File: src/design/assert_macros.svh
// ----------------------------------------------------------------------------
// assert_macros.svh
// assertion shorthands, sampled on the rising edge of clock, off during reset
// ----------------------------------------------------------------------------
`ifndef ASSERT_MACROS_SVH
`define ASSERT_MACROS_SVH

// condition must hold at every sampled edge
`define EPX_ASSERT_ALWAYS(label, cond, msg) \
   label: assert property (@(posedge clock) disable iff (reset) (cond)) else $error(msg);

// consequent must hold in the cycle after the antecedent
`define EPX_ASSERT_NEXT(label, ante, cons, msg) \
   label: assert property (@(posedge clock) disable iff (reset) (ante) |=> (cons)) \
      else $error(msg);

`endif

File: src/design/epx_pkg.sv
`timescale 1ns / 1ps
// ----------------------------------------------------------------------------
// epx_pkg
// shared types and constants of the epx pixel doubler
// ----------------------------------------------------------------------------
package epx_pkg;

   localparam int PIX_W       = 16;
   localparam int CSR_DATA_W  = 10;
   localparam int CSR_INDEX_W = 1;

   localparam logic [CSR_INDEX_W-1:0] CSR_LINE_WIDTH  = 1'd0;
   localparam logic [CSR_INDEX_W-1:0] CSR_SMOOTH_MODE = 1'd1;

   localparam logic [CSR_DATA_W-1:0] LINE_WIDTH_RESET = 10'd256;

   typedef logic [PIX_W-1:0] pixel_type;

   typedef struct packed {
      pixel_type pixel_in;
      logic      frame_start;
   } req_item_type;

   typedef struct packed {
      pixel_type out_top_left;
      pixel_type out_top_right;
      pixel_type out_bottom_left;
      pixel_type out_bottom_right;
      logic      row_end;
   } rsp_item_type;

   // the 3x3 cross around the centre pixel, handed to the corner unit
   typedef struct packed {
      pixel_type centre;
      pixel_type left;
      pixel_type right;
      pixel_type up;
      pixel_type down;
   } cross_type;

endpackage

File: src/design/epx_corner_unit.sv
`timescale 1ns / 1ps
// ----------------------------------------------------------------------------
// epx_corner_unit
// epx rule: builds the 2x2 block of the centre pixel from its four neighbors
// ----------------------------------------------------------------------------
module epx_corner_unit (
   input  epx_pkg::cross_type  cross_pix,
   input  logic                smooth_mode,
   output epx_pkg::pixel_type  top_left,
   output epx_pkg::pixel_type  top_right,
   output epx_pkg::pixel_type  bottom_left,
   output epx_pkg::pixel_type  bottom_right
);

   localparam epx_pkg::pixel_type AVG_MASK = 16'h7BDE;

   // rgb555 average without carries between channels
   function automatic epx_pkg::pixel_type blend555(input epx_pkg::pixel_type p,
                                                   input epx_pkg::pixel_type q);
      epx_pkg::pixel_type half_diff;
      half_diff = ((p ^ q) & AVG_MASK) >> 1;
      return (p & q) + half_diff;
   endfunction

   epx_pkg::pixel_type x;
   epx_pkg::pixel_type a;
   epx_pkg::pixel_type r;
   epx_pkg::pixel_type d;
   epx_pkg::pixel_type b;
   epx_pkg::pixel_type val_d;
   epx_pkg::pixel_type val_r;
   epx_pkg::pixel_type val_a;
   epx_pkg::pixel_type val_b;
   logic               active;

   always_comb begin
      x = cross_pix.centre;
      a = cross_pix.left;
      r = cross_pix.right;
      d = cross_pix.up;
      b = cross_pix.down;
      active = (a != r) && (d != b);
      val_d = smooth_mode ? blend555(d, x) : d;
      val_r = smooth_mode ? blend555(r, x) : r;
      val_a = smooth_mode ? blend555(a, x) : a;
      val_b = smooth_mode ? blend555(b, x) : b;
      top_left     = (active && (d == a)) ? val_d : x;
      top_right    = (active && (r == d)) ? val_r : x;
      bottom_left  = (active && (a == b)) ? val_a : x;
      bottom_right = (active && (b == r)) ? val_b : x;
   end

endmodule

File: config.mk
export PLATFORM = sky130hd
export DESIGN_NAME = epx_corner_unit
export DESIGN_NICKNAME = d
export VERILOG_FILES = /design/src/design/assert_macros.svh /design/src/design/epx_pkg.sv /design/src/design/epx_corner_unit.sv
export SDC_FILE = /design/constraint.sdc
export NUM_CORES = 1
export LEC_CHECK = 0
export BUFFER_PORTS_ARGS = -buffer_cell sky130_fd_sc_hd__buf_2
export CAP_MARGIN = 15
export CORE_MARGIN = 3
export CORE_UTILIZATION = 35
export DETAILED_ROUTE_END_ITERATION = 10
export PLACE_DENSITY = 0.59
export SETUP_SLACK_MARGIN = 0.02
export SYNTH_ARGS = -nofsm -noshare
export SYNTH_HDL_FRONTEND = slang
export SYNTH_SLANG_ARGS = --single-unit
File: constraint.sdc
create_clock -name vclk -period 12.65
set_clock_uncertainty 0.1 [all_clocks]
set_input_delay 3.1625 -clock vclk [all_inputs]
set_output_delay 3.1625 -clock vclk [all_outputs]
set_load 0.05 [all_outputs]
# Word level (Yosys, flattened, before mapping)
# Cells that the tools add are included.
# word_totals
wordCells	31
input_bits	81
register_bits	0
output_inout_bits	64
# op_classes
n_mux	8
n_addsub	4
bitwise	8
eq_ne	6
reduce_logical	5
# op_table
operator	count
16-bit 2-to-1 mux	8
16-bit by 14-bit adder with 16-bit output	4
16-bit bitwise AND	4
16-bit equality test	4
15-bit XOR	4
16-bit inequality test	2
1-bit logical AND	5

# Longest topological paths before layout
# Gate-level depths: netlist of the first run.
# logic_depth
ltp_word	4
ltp_mapped	9
mapped_depth_nobuf	9

# Least setup slack after synthesis of the first run
# No wires, ideal clock.
# synth_path
path_type	in2out
start	input port cross_pix[17] (netlist bit)
end	output port top_left[12]
stages	9
n_path_buf	0
slack_ns	3.005
required_time_ns	9.387
t_arrival_ns	6.382
cell_sequence	ha_1 > ha_1 > fa_1 > a21o_1 > a21oi_1 > o21bai_1 > o311ai_0 > mux2i_1 > a221oi_1
# synth_between
elab_chain_len	4
elab_cells_between_ends	9
cone_classes	add/sub: 1; eq/ne: 2; mux: 2; bitwise: 2; reduce/logical: 2
# synth_lines
element	line_no	text
start, declared	epx_corner_unit.sv:7	input epx_pkg::cross_type cross_pix,
16-bit bitwise AND, or another cell as far along	epx_corner_unit.sv:22	return (p & q) + half_diff;
16-bit by 14-bit adder with 16-bit output or 1-bit logical AND (tied branches)	epx_corner_unit.sv:22, epx_corner_unit.sv:42	
16-bit 2-to-1 mux or 1-bit logical AND (tied branches)	epx_corner_unit.sv:43, epx_corner_unit.sv:47	
16-bit 2-to-1 mux (*)	epx_corner_unit.sv:47	top_left = (active && (d == a)) ? val_d : x;
end, declared	epx_corner_unit.sv:9	output epx_pkg::pixel_type top_left,
# Every way passes the cells marked *; elsewhere a longest branch is shown, timed or not.

# Final worst setup path of the first run
# layout_path
start	input port cross_pix[65] (netlist bit)
end	output port top_left[12]
# layout_between
elab_chain_len	4
elab_cells_between_ends	5
cone_classes	add/sub: 1; mux: 2; bitwise: 2
# layout_lines
element	line_no	text
16-bit bitwise AND or 15-bit XOR (tied branches)	epx_corner_unit.sv:22, epx_corner_unit.sv:21	
16-bit by 14-bit adder with 16-bit output (*)	epx_corner_unit.sv:22	
16-bit 2-to-1 mux (*)	epx_corner_unit.sv:43	val_d = smooth_mode ? blend555(d, x) : d;
16-bit 2-to-1 mux (*)	epx_corner_unit.sv:47	
# Marked as above.

==> results of run 1 <==
==> cells in the mapped netlist (all sizes together), types with 5 or more instances <==
cell type / number / area [sq um]
clkbuf: 19 / 71.3
nor2b: 16 / 100
or3: 6 / 42.5
o211ai: 5 / 37.5
xor2: 80 / 701
nor2: 60 / 225
mux2: 12 / 135
a21o: 18 / 136
mux2i: 36 / 360
a21oi: 76 / 380
ha: 96 / 1200
o21a: 6 / 45.0
a31oi: 13 / 81.3
xnor2: 55 / 482
nand4: 16 / 106
o21ai: 38 / 194
nand3: 18 / 90.1
nor4: 20 / 183
buf: 8 / 47.5
inv: 9 / 33.8
a211oi: 14 / 105
and2: 14 / 87.6
nor3: 7 / 56.3
nand2: 33 / 124
and3: 10 / 62.6
==> worst paths after layout <==
path / start / end / slack, ns / cells past startpoint
worst max-delay path: cross_pix[65] / top_left[12] / 3.16 / 11
worst min-delay path: cross_pix[25] / top_left[9] / 6.72 / 4
==> logic make-up (layout without fill, tap and decap cells) <==
| group | count (synthesis) | in the layout |
|---|---|---|
| XOR/XNOR | 135 | 135 |
| AO/OA/AOI/OAI | 210 | 210 |
| multiplexers | 48 | 48 |
| buffers and inverters | 36 | 158 |
| adder cells (fa/ha/maj) | 100 | 100 |
| AND/OR/NAND/NOR | 211 | 211 |
==> tightest hold or removal path: stages <==
cell and delay (ns):
buf_2 0.16, nand2_1 0.07, a31oi_1 0.07, buf_2 0.20
==> final cells by class <==
| type | instances | area [sq um] | share of cell area [%] |
|---|---|---|---|
| inverter | 9 | 33.8 | 0.518 |
| multi-input combinational | 704 | 5460 | 83.8 |
| tap | 211 | 264 | 4.05 |
| timing repair buffer | 149 | 758 | 11.6 |
==> per-layer routing <==
| metal | part of all wire [%] | track usage [%] | up-vias |
|---|---|---|---|
| met2 | 45 | 38.4 | 251 |
| li1 | - | - | 3027 |
| met1 | 46 | 33.1 | 2789 |
| met4 | 1.2 | 2.08 | 0 |
| met3 | 8.1 | 2.70 | 15 |
| met5 | 0 | 0 | - |
==> power groups by stage <==
stage | sequential [mW] | combinational (mW) | clock (mW)
4_1_cts | 0 | 0.315 | 0
3_3_place_gp | 0 | 0.312 | 0
3_5_place_dp | 0 | 0.313 | 0
6_report | 0 | 0.317 | 0
2_1_floorplan | 0 | 0.223 | 0
5_1_grt | 0 | 0.347 | 0
==> through the flow <==
stage                     power (mW)  worst slack, ns  hold WS (ns)
after CTS                      0.315             3.16          6.73
after floorplan                0.223             3.01          6.45
final                          0.317             3.16          6.72
after global routing           0.347             2.96          6.76
after global placement         0.312             3.27          6.72
after detailed placement       0.313             3.21          6.73
==> results.md, run 1 <==
- Final antenna-violating net count: 0
- Tcrit/Tclk final: 75.0%
- Final instance area: 0.00652 sq mm
- Port bufs: 145
- First-pass GRT wire length: 32,400 um
- Total negative setup slack: 0 ns
- Via-to-Cell Ratio: 5.67
- Via count: 6,082
- Post-Synth Simple-Gate Area: 20.8%
- IO Pins: 145
- Unrepaired setup endpoints after global routing: false
- Fillers: 1,680
- Fin cells: 1,073
- Core box area: 0.0154 sq mm
- Most frequent cells in the layout: buf_2, ha_1, xor2_1
- Global route overflow: 0
- Die X: 133 um
- FFs & Latches: 0
- Total GRT Usage: 23.1%
- Slowest cell delay on critical path: 0.48 ns
- Peak supply drop: 0.0000240 V
- Total wire length: 21,300 um
- Worst Max-Slew Pin Slew: 1.06 ns
- Final Hold Fails: 0
- NetSw: 0.199 mW
- Hold_buf cts: 0
- Critical path peak fanout: 8
- Hold Crit Class: primary input to output port
- Crit path capture type: output port
- Fin. max-slew vios: 0
- Max Cap Viol: 0
- Dpl cells: 1,073
- Avg WL per Cell: 19.9 um
- Reg power frac: 0%
- WP data arrival: 6.23 ns
- Xor and xnor fraction of the mapped netlist area: 21.1%
- Post-DP HPWL: 16,600 um
- Syn Std Cell Area: 0.00560 sq mm
- CP max-delay cell: fa_1
- Final setup vio count: 0
- Seq/Total Area, Yosys: 0%
- Final Util: 42.2%
- Clock Power Share: 0%
- Sw Ratio: 62.7%
- Routability cong.: 0.931
- Syn Nets: 921
- Syn Inst Count: 740
- Row cnt: 45
- Largest family of logic cells by synthesized area: compound AO/OA/AOI/OAI gates
- Vias in the first global route: 5,700
- Die area: 0.0176 sq mm
- Crit path max-delay family: compound AO/OA/AOI/OAI gates
- Adder-cell share of the synthesized area: 22.9%
- Result of the run: finished clean
- Post-layout min period: 9.49 ns
- Highest Clock Rate: 0.105 GHz
- Commonest non-fill, non-tap cell in the layout: buf_2
- # clk buffers: 0
- Sequential cell area: 0 sq um
- Post-synthesis mux area share: 8.84%
- Dpl cell area: 0.00652 sq mm
- Power Dens Cells: 48.6 mW/mm^2
- P_leak: 3.01 nW
- Yosys Warn Count: 0
- Internal Power: 0.118 mW
- Buffers & Inverters on Critical Path: 2
- Combinational share of power: 100.0%
- N_diodes: 0
- Post CTS Setup Buffer Count: 0
- CP required: 9.39 ns
- Synth unique cells: 63
- Slew HR: 29.2%
- Crit Path Class: primary input to output port
- Drt pass-1 iters: 4
- Share of cells above drive strength 1: 21.0%
- Starting Density: 36.3%
- Avg Inst Size Synth: 7.57 sq um
- Die height: 133 um
- # nets final: 1,045
- Crit path cell chain: buf_2 > ha_1 > ha_1 > fa_1 > a21o_1 > a21oi_1 > o21bai_1 > o311ai_0 > mux2i_1 > a221oi_1 > buf_2
- CTS resizes: 0
- CP Launch Type: primary input
- Largest net degree at the start of global routing: 56
- Remaining DRCs: 0
- Antenna violations before repair: 0
- Complex-gate fraction of the synthesized area: 23.7%
- DR iter-0 viols: 496
- Area Growth Syn to Fin: 16.3%
(Power assumes the default switching activity.)
==> run 2: changes to the inputs <==
Clock period 12.65 ns to 9.2 ns, I/O delays scaled along.
==> run 2 against run 1 <==
  * Design area decreased by 0.12%
  * Wire length about the same
  * Total power increased by 37%
  * Combinational power increased by 37%
  * Hold slack got worse by 1.7 ns
  * Via count increased by 1.1%
  * Critical path depth unchanged
  * Setup slack got worse by 1.7 ns
  * Global-route usage decreased by 0.18 points
  * Cell count about the same
  * Sequential share of layout area unchanged
==> results.md, run 2 (same netlist as run 1, synthesis figures left out) <==
- First-pass GRT wire length: 32,200 um
- Crit Path Class: primary input to output port
- CP required: 6.80 ns
- Post-DP HPWL: 16,500 um
- Share of cells above drive strength 1: 20.9%
- Antenna violations before repair: 2
- Max Cap Viol: 0
- DR iter-0 viols: 466
- Total negative setup slack: 0 ns
- Highest Clock Rate: 0.129 GHz
- Largest net degree at the start of global routing: 54
- # clk buffers: 0
- Die area: 0.0176 sq mm
- Routability cong.: 0.923
- Final Hold Fails: 0
- WP data arrival: 5.38 ns
- Global route overflow: 0
- N_diodes: 0
- Via-to-Cell Ratio: 5.74
- Area Growth Syn to Fin: 16.2%
- Tcrit/Tclk final: 84.5%
- Final setup margin: 1.42 ns
- Min-delay src: cross_pix[25]
- Final antenna-violating net count: 0
- CTS resizes: 0
- Most frequent cells in the layout: buf_2, ha_1, xor2_1
- Power Dens Cells: 66.8 mW/mm^2
- Crit path capture type: output port
- Critical Path Sink: top_left[12]
- Commonest non-fill, non-tap cell in the layout: buf_2
- Die height: 133 um
- # nets final: 1,044
- Total GRT Usage: 22.9%
- FFs & Latches: 0
- Starting Density: 36.3%
- Total wire length: 21,300 um
- CP Launch Type: primary input
- Port bufs: 145
- Final setup vio count: 0
- Row cnt: 45
- Result of the run: finished clean
- Unrepaired setup endpoints after global routing: false
- Vias in the first global route: 5,679
- Core box area: 0.0154 sq mm
- Sequential cell area: 0 sq um
- Origin of the worst setup path: cross_pix[65]
- Drt pass-1 iters: 5
- Hold Crit Class: primary input to output port
- Fin. max-slew vios: 0
- Die X: 133 um
- Post-layout min period: 7.78 ns
- Via count: 6,151
- Post CTS Setup Buffer Count: 0
- Critical path peak fanout: 8
- Remaining DRCs: 0
- P_leak: 3.00 nW
- Total power: 0.435 mW
- Fillers: 1,658
- Hold_buf cts: 0
- Avg WL per Cell: 19.9 um
- Worst Max-Slew Pin Slew: 1.11 ns
- Slew HR: 25.4%
- Peak supply drop: 0.0000317 V
- Hold slack final: 5.00 ns
- IO Pins: 145
- Worst slack, placed: 1.49 ns
[run 2: final cells by class]
type | instances | area [sq um] | area share (%)
multi-input combinational | 704 | 5460 | 83.9
timing repair buffer | 148 | 751 | 11.5
tap | 211 | 264 | 4.06
inverter | 9 | 33.8 | 0.519
[run 2: per-stage QoR]
| stage | instance area (sq um) | utilization [%] | cells |
|---|---|---|---|
| detailed placement | 6510 | 42.2 | 1072 |
| global route | 6510 | 42.2 | 1072 |
| global placement | 6510 | 42.2 | 1072 |
| CTS | 6510 | 42.2 | 1072 |
| finish | 6510 | 42.2 | 1072 |
| floorplan | 5600 | - | 740 |
[run 2: routing by layer]
| metal | wire, um | track usage [%] | share of wire (%) |
|---|---|---|---|
| met1 | 9730 | 33.0 | 46 |
| met3 | 1710 | 2.70 | 8.0 |
| met5 | 7 | 0 | 0.033 |
| met4 | 355 | 3.41 | 1.7 |
| met2 | 9520 | 37.2 | 45 |
[run 2: how the worst min path moves through the flow]
stage                                  end  slack [ns]  cells after the start
final                          top_left[9]        5.00                      4
after detailed placement       top_left[9]        5.00                      4
after global routing           top_left[9]        5.03                      4
after global placement         top_left[9]        5.00                      4
after floorplan           bottom_right[12]        4.72                      2
after CTS                      top_left[9]        5.00                      4
[run 2: power breakdown]
group,switching [mW],total [mW],internal (mW)
combinational,0.272,0.435,0.162
clock,0,0,0
sequential,0,0,0
[run 2: worst max-delay path, stage by stage]
cell	delay, ns
buf_2	0.25
ha_1	0.29
ha_1	0.23
fa_1	0.48
a21o_1	0.18
a21oi_1	0.28
o21bai_1	0.19
o311ai_0	0.45
mux2i_1	0.14
a221oi_1	0.27
buf_2	0.31
==> run 3: changes to the inputs <==
Settings changed: ABC_AREA from default to 1.
Clock period 9.2 ns to 6.6 ns, I/O delays scaled along.
==> run 3 against run 2 <==
  * Clock-buffer cell count did not move
  * Non-clock buffer count shrank 1
  * Global-route usage grew 1.4 points
  * Synthesized area grew 28%
  * First-iteration DRC count is 37% higher
  * Critical path type unchanged
  * Largest power group unchanged
==> results.md, run 3 <==
- Result of the run: finished clean
- Port bufs: 145
- Most frequent cells in the layout: nand2_1, inv_1, buf_2
- FFs & Latches: 0
- Total wire length: 27,700 um
- Total negative setup slack: 0 ns
- Synth top area share: 36.2%
- WHS Endpoint: bottom_right[0]
- Crit Path Class: primary input to output port
- Dpl cell area: 0.00810 sq mm
- Commonest non-fill, non-tap cell in the layout: nand2_1
- Remaining DRCs: 0
- CP most frequent cell: nand2_1
- Die X: 149 um
- CP required: 4.85 ns
- DR iter-0 viols: 638
- Vias in the first global route: 8,403
- Max Cap Viol: 0
- Area Growth Syn to Fin: 12.6%
- P_leak: 5.16 nW
- Avg Inst Size Synth: 4.91 sq um
- # clk buffers: 0
- Tcrit/Tclk final: 87.7%
- Avg WL per Cell: 15.0 um
- Unrepaired setup endpoints after global routing: false
- Routability cong.: 0.957
- CTS resizes: 0
- Via count: 9,092
- Final antenna-violating net count: 0
- Most frequent cell after synthesis: nand2_1
- Hold slack final: 3.69 ns
- Hold Crit Class: primary input to output port
- Power Dens Cells: 83.1 mW/mm^2
- Via-to-Cell Ratio: 4.91
- Die height: 149 um
- Crit path cell chain: buf_2 > ha_1 > ha_1 > fa_1 > nand2_1 > nand2_1 > nand3_1 > nand2_1 > nand2_1 > nand2_1 > o22ai_1 > nand2_1 > o21ai_1 > buf_2
- # nets final: 1,767
- Final Hold Fails: 0
- WP data arrival: 4.03 ns
- Final setup vio count: 0
- Slowest cell delay on critical path: 0.45 ns
- Yosys Warn Count: 0
- Die area: 0.0223 sq mm
- Syn Std Cell Area: 0.00720 sq mm
- Syn Nets: 1,646
- Crit path max-delay family: adder cells
- Row cnt: 51
- Slew HR: 30.7%
- Min-delay src: cross_pix[64]
- Post CTS Setup Buffer Count: 0
- Dpl cells: 1,849
- Total GRT Usage: 24.2%
- Fin cells: 1,850
- Commonest cells in the synthesized netlist: nand2_1, inv_1, nor2_1
- Share of cells above drive strength 1: 11.4%
- Area contributors post-synth: nand2_1, ha_1, inv_1, nor2_1, nand3_1
- IO Pins: 145
- Total power: 0.674 mW
- Fin. max-slew vios: 0
- Synth area leader: nand2_1
- Highest Clock Rate: 0.173 GHz
- Critical path peak fanout: 8
- Largest net degree at the start of global routing: 90
- Hold Path Stages: 4
- Global route overflow: 0
- Peak supply drop: 0.0000401 V
- Post-DP HPWL: 23,200 um
- Syn Inst Count: 1,465
- Seq/Total Area, Yosys: 0%
- Post-layout min period: 5.79 ns
- CP max-delay cell: fa_1
- Sequential cell area: 0 sq um
- Drt pass-1 iters: 5
- Antenna violations before repair: 1
- Hold_buf cts: 0
- Core box area: 0.0198 sq mm
- Buffers & Inverters on Critical Path: 2
- Final instance area: 0.00811 sq mm
- First-pass GRT wire length: 43,400 um
- Crit path capture type: output port
- CP Launch Type: primary input
- Worst Max-Slew Pin Slew: 1.04 ns
- Synth unique cells: 35
- Starting Density: 36.3%
==> run 3: report_power, final <==
group	switching [mW]	internal [mW]	leakage [nW]	total [mW]
sequential	0	0	0	0
combinational	0.452	0.221	5.16	0.674
clock	0	0.0000000202	0.00000634	0.0000000202
total	0.452	0.221	5.16	0.674
==> run 3: kinds of logic (layout without fill, tap and decap cells) <==
logic type / count (synthesis) / count (layout) / synth area share, %
and+or+nand+nor: 964 / 964 / 54.9
buffers and inverters: 256 / 375 / 14.2
AOI/OAI and AO/OA: 102 / 102 / 7.82
adders and majority gates: 100 / 100 / 17.8
xor gates and xnor gates: 41 / 41 / 4.99
muxes: 2 / 2 / 0.278
other: 0 / 1 / 0
==> run 3: worst max-delay path by stage <==
stage / from / to / slack, ns / cells past startpoint
after floorplan: cross_pix[59] / bottom_left[15] / 0.89 / 11
after global placement: cross_pix[65] / top_left[6] / 0.88 / 14
after detailed placement: cross_pix[65] / top_left[6] / 0.88 / 14
after CTS: cross_pix[65] / top_left[6] / 0.88 / 14
after global routing: cross_pix[65] / top_left[6] / 0.65 / 14
final: cross_pix[65] / top_left[6] / 0.82 / 14
==> run 3: layout make-up <==
| type | count | area, sq um |
|---|---|---|
| Fill cell | 2337 | 11700 |
| Multi-Input combinational cell | 1209 | 6170 |
| Inverter | 228 | 858 |
| Timing Repair Buffer | 147 | 741 |
| Tap cell | 265 | 332 |
| Antenna cell | 1 | 2.50 |
==> run 3: metal layers <==
layer	vias up	GRT usage [%]	wire, um
met3	22	0.729	1680
met2	255	43.3	13100
li1	4769	-	-
met1	4046	33.1	12400
met5	-	0	0
met4	0	3.75	486
==> run 3: through the flow <==
step / setup slack (ns) / util (%)
CTS: 0.877 / 40.8
finish: 0.815 / 40.8
floorplan: 0.895 / -
detailed placement: 0.878 / 40.8
global route: 0.646 / 40.8
global placement: 0.883 / 40.8
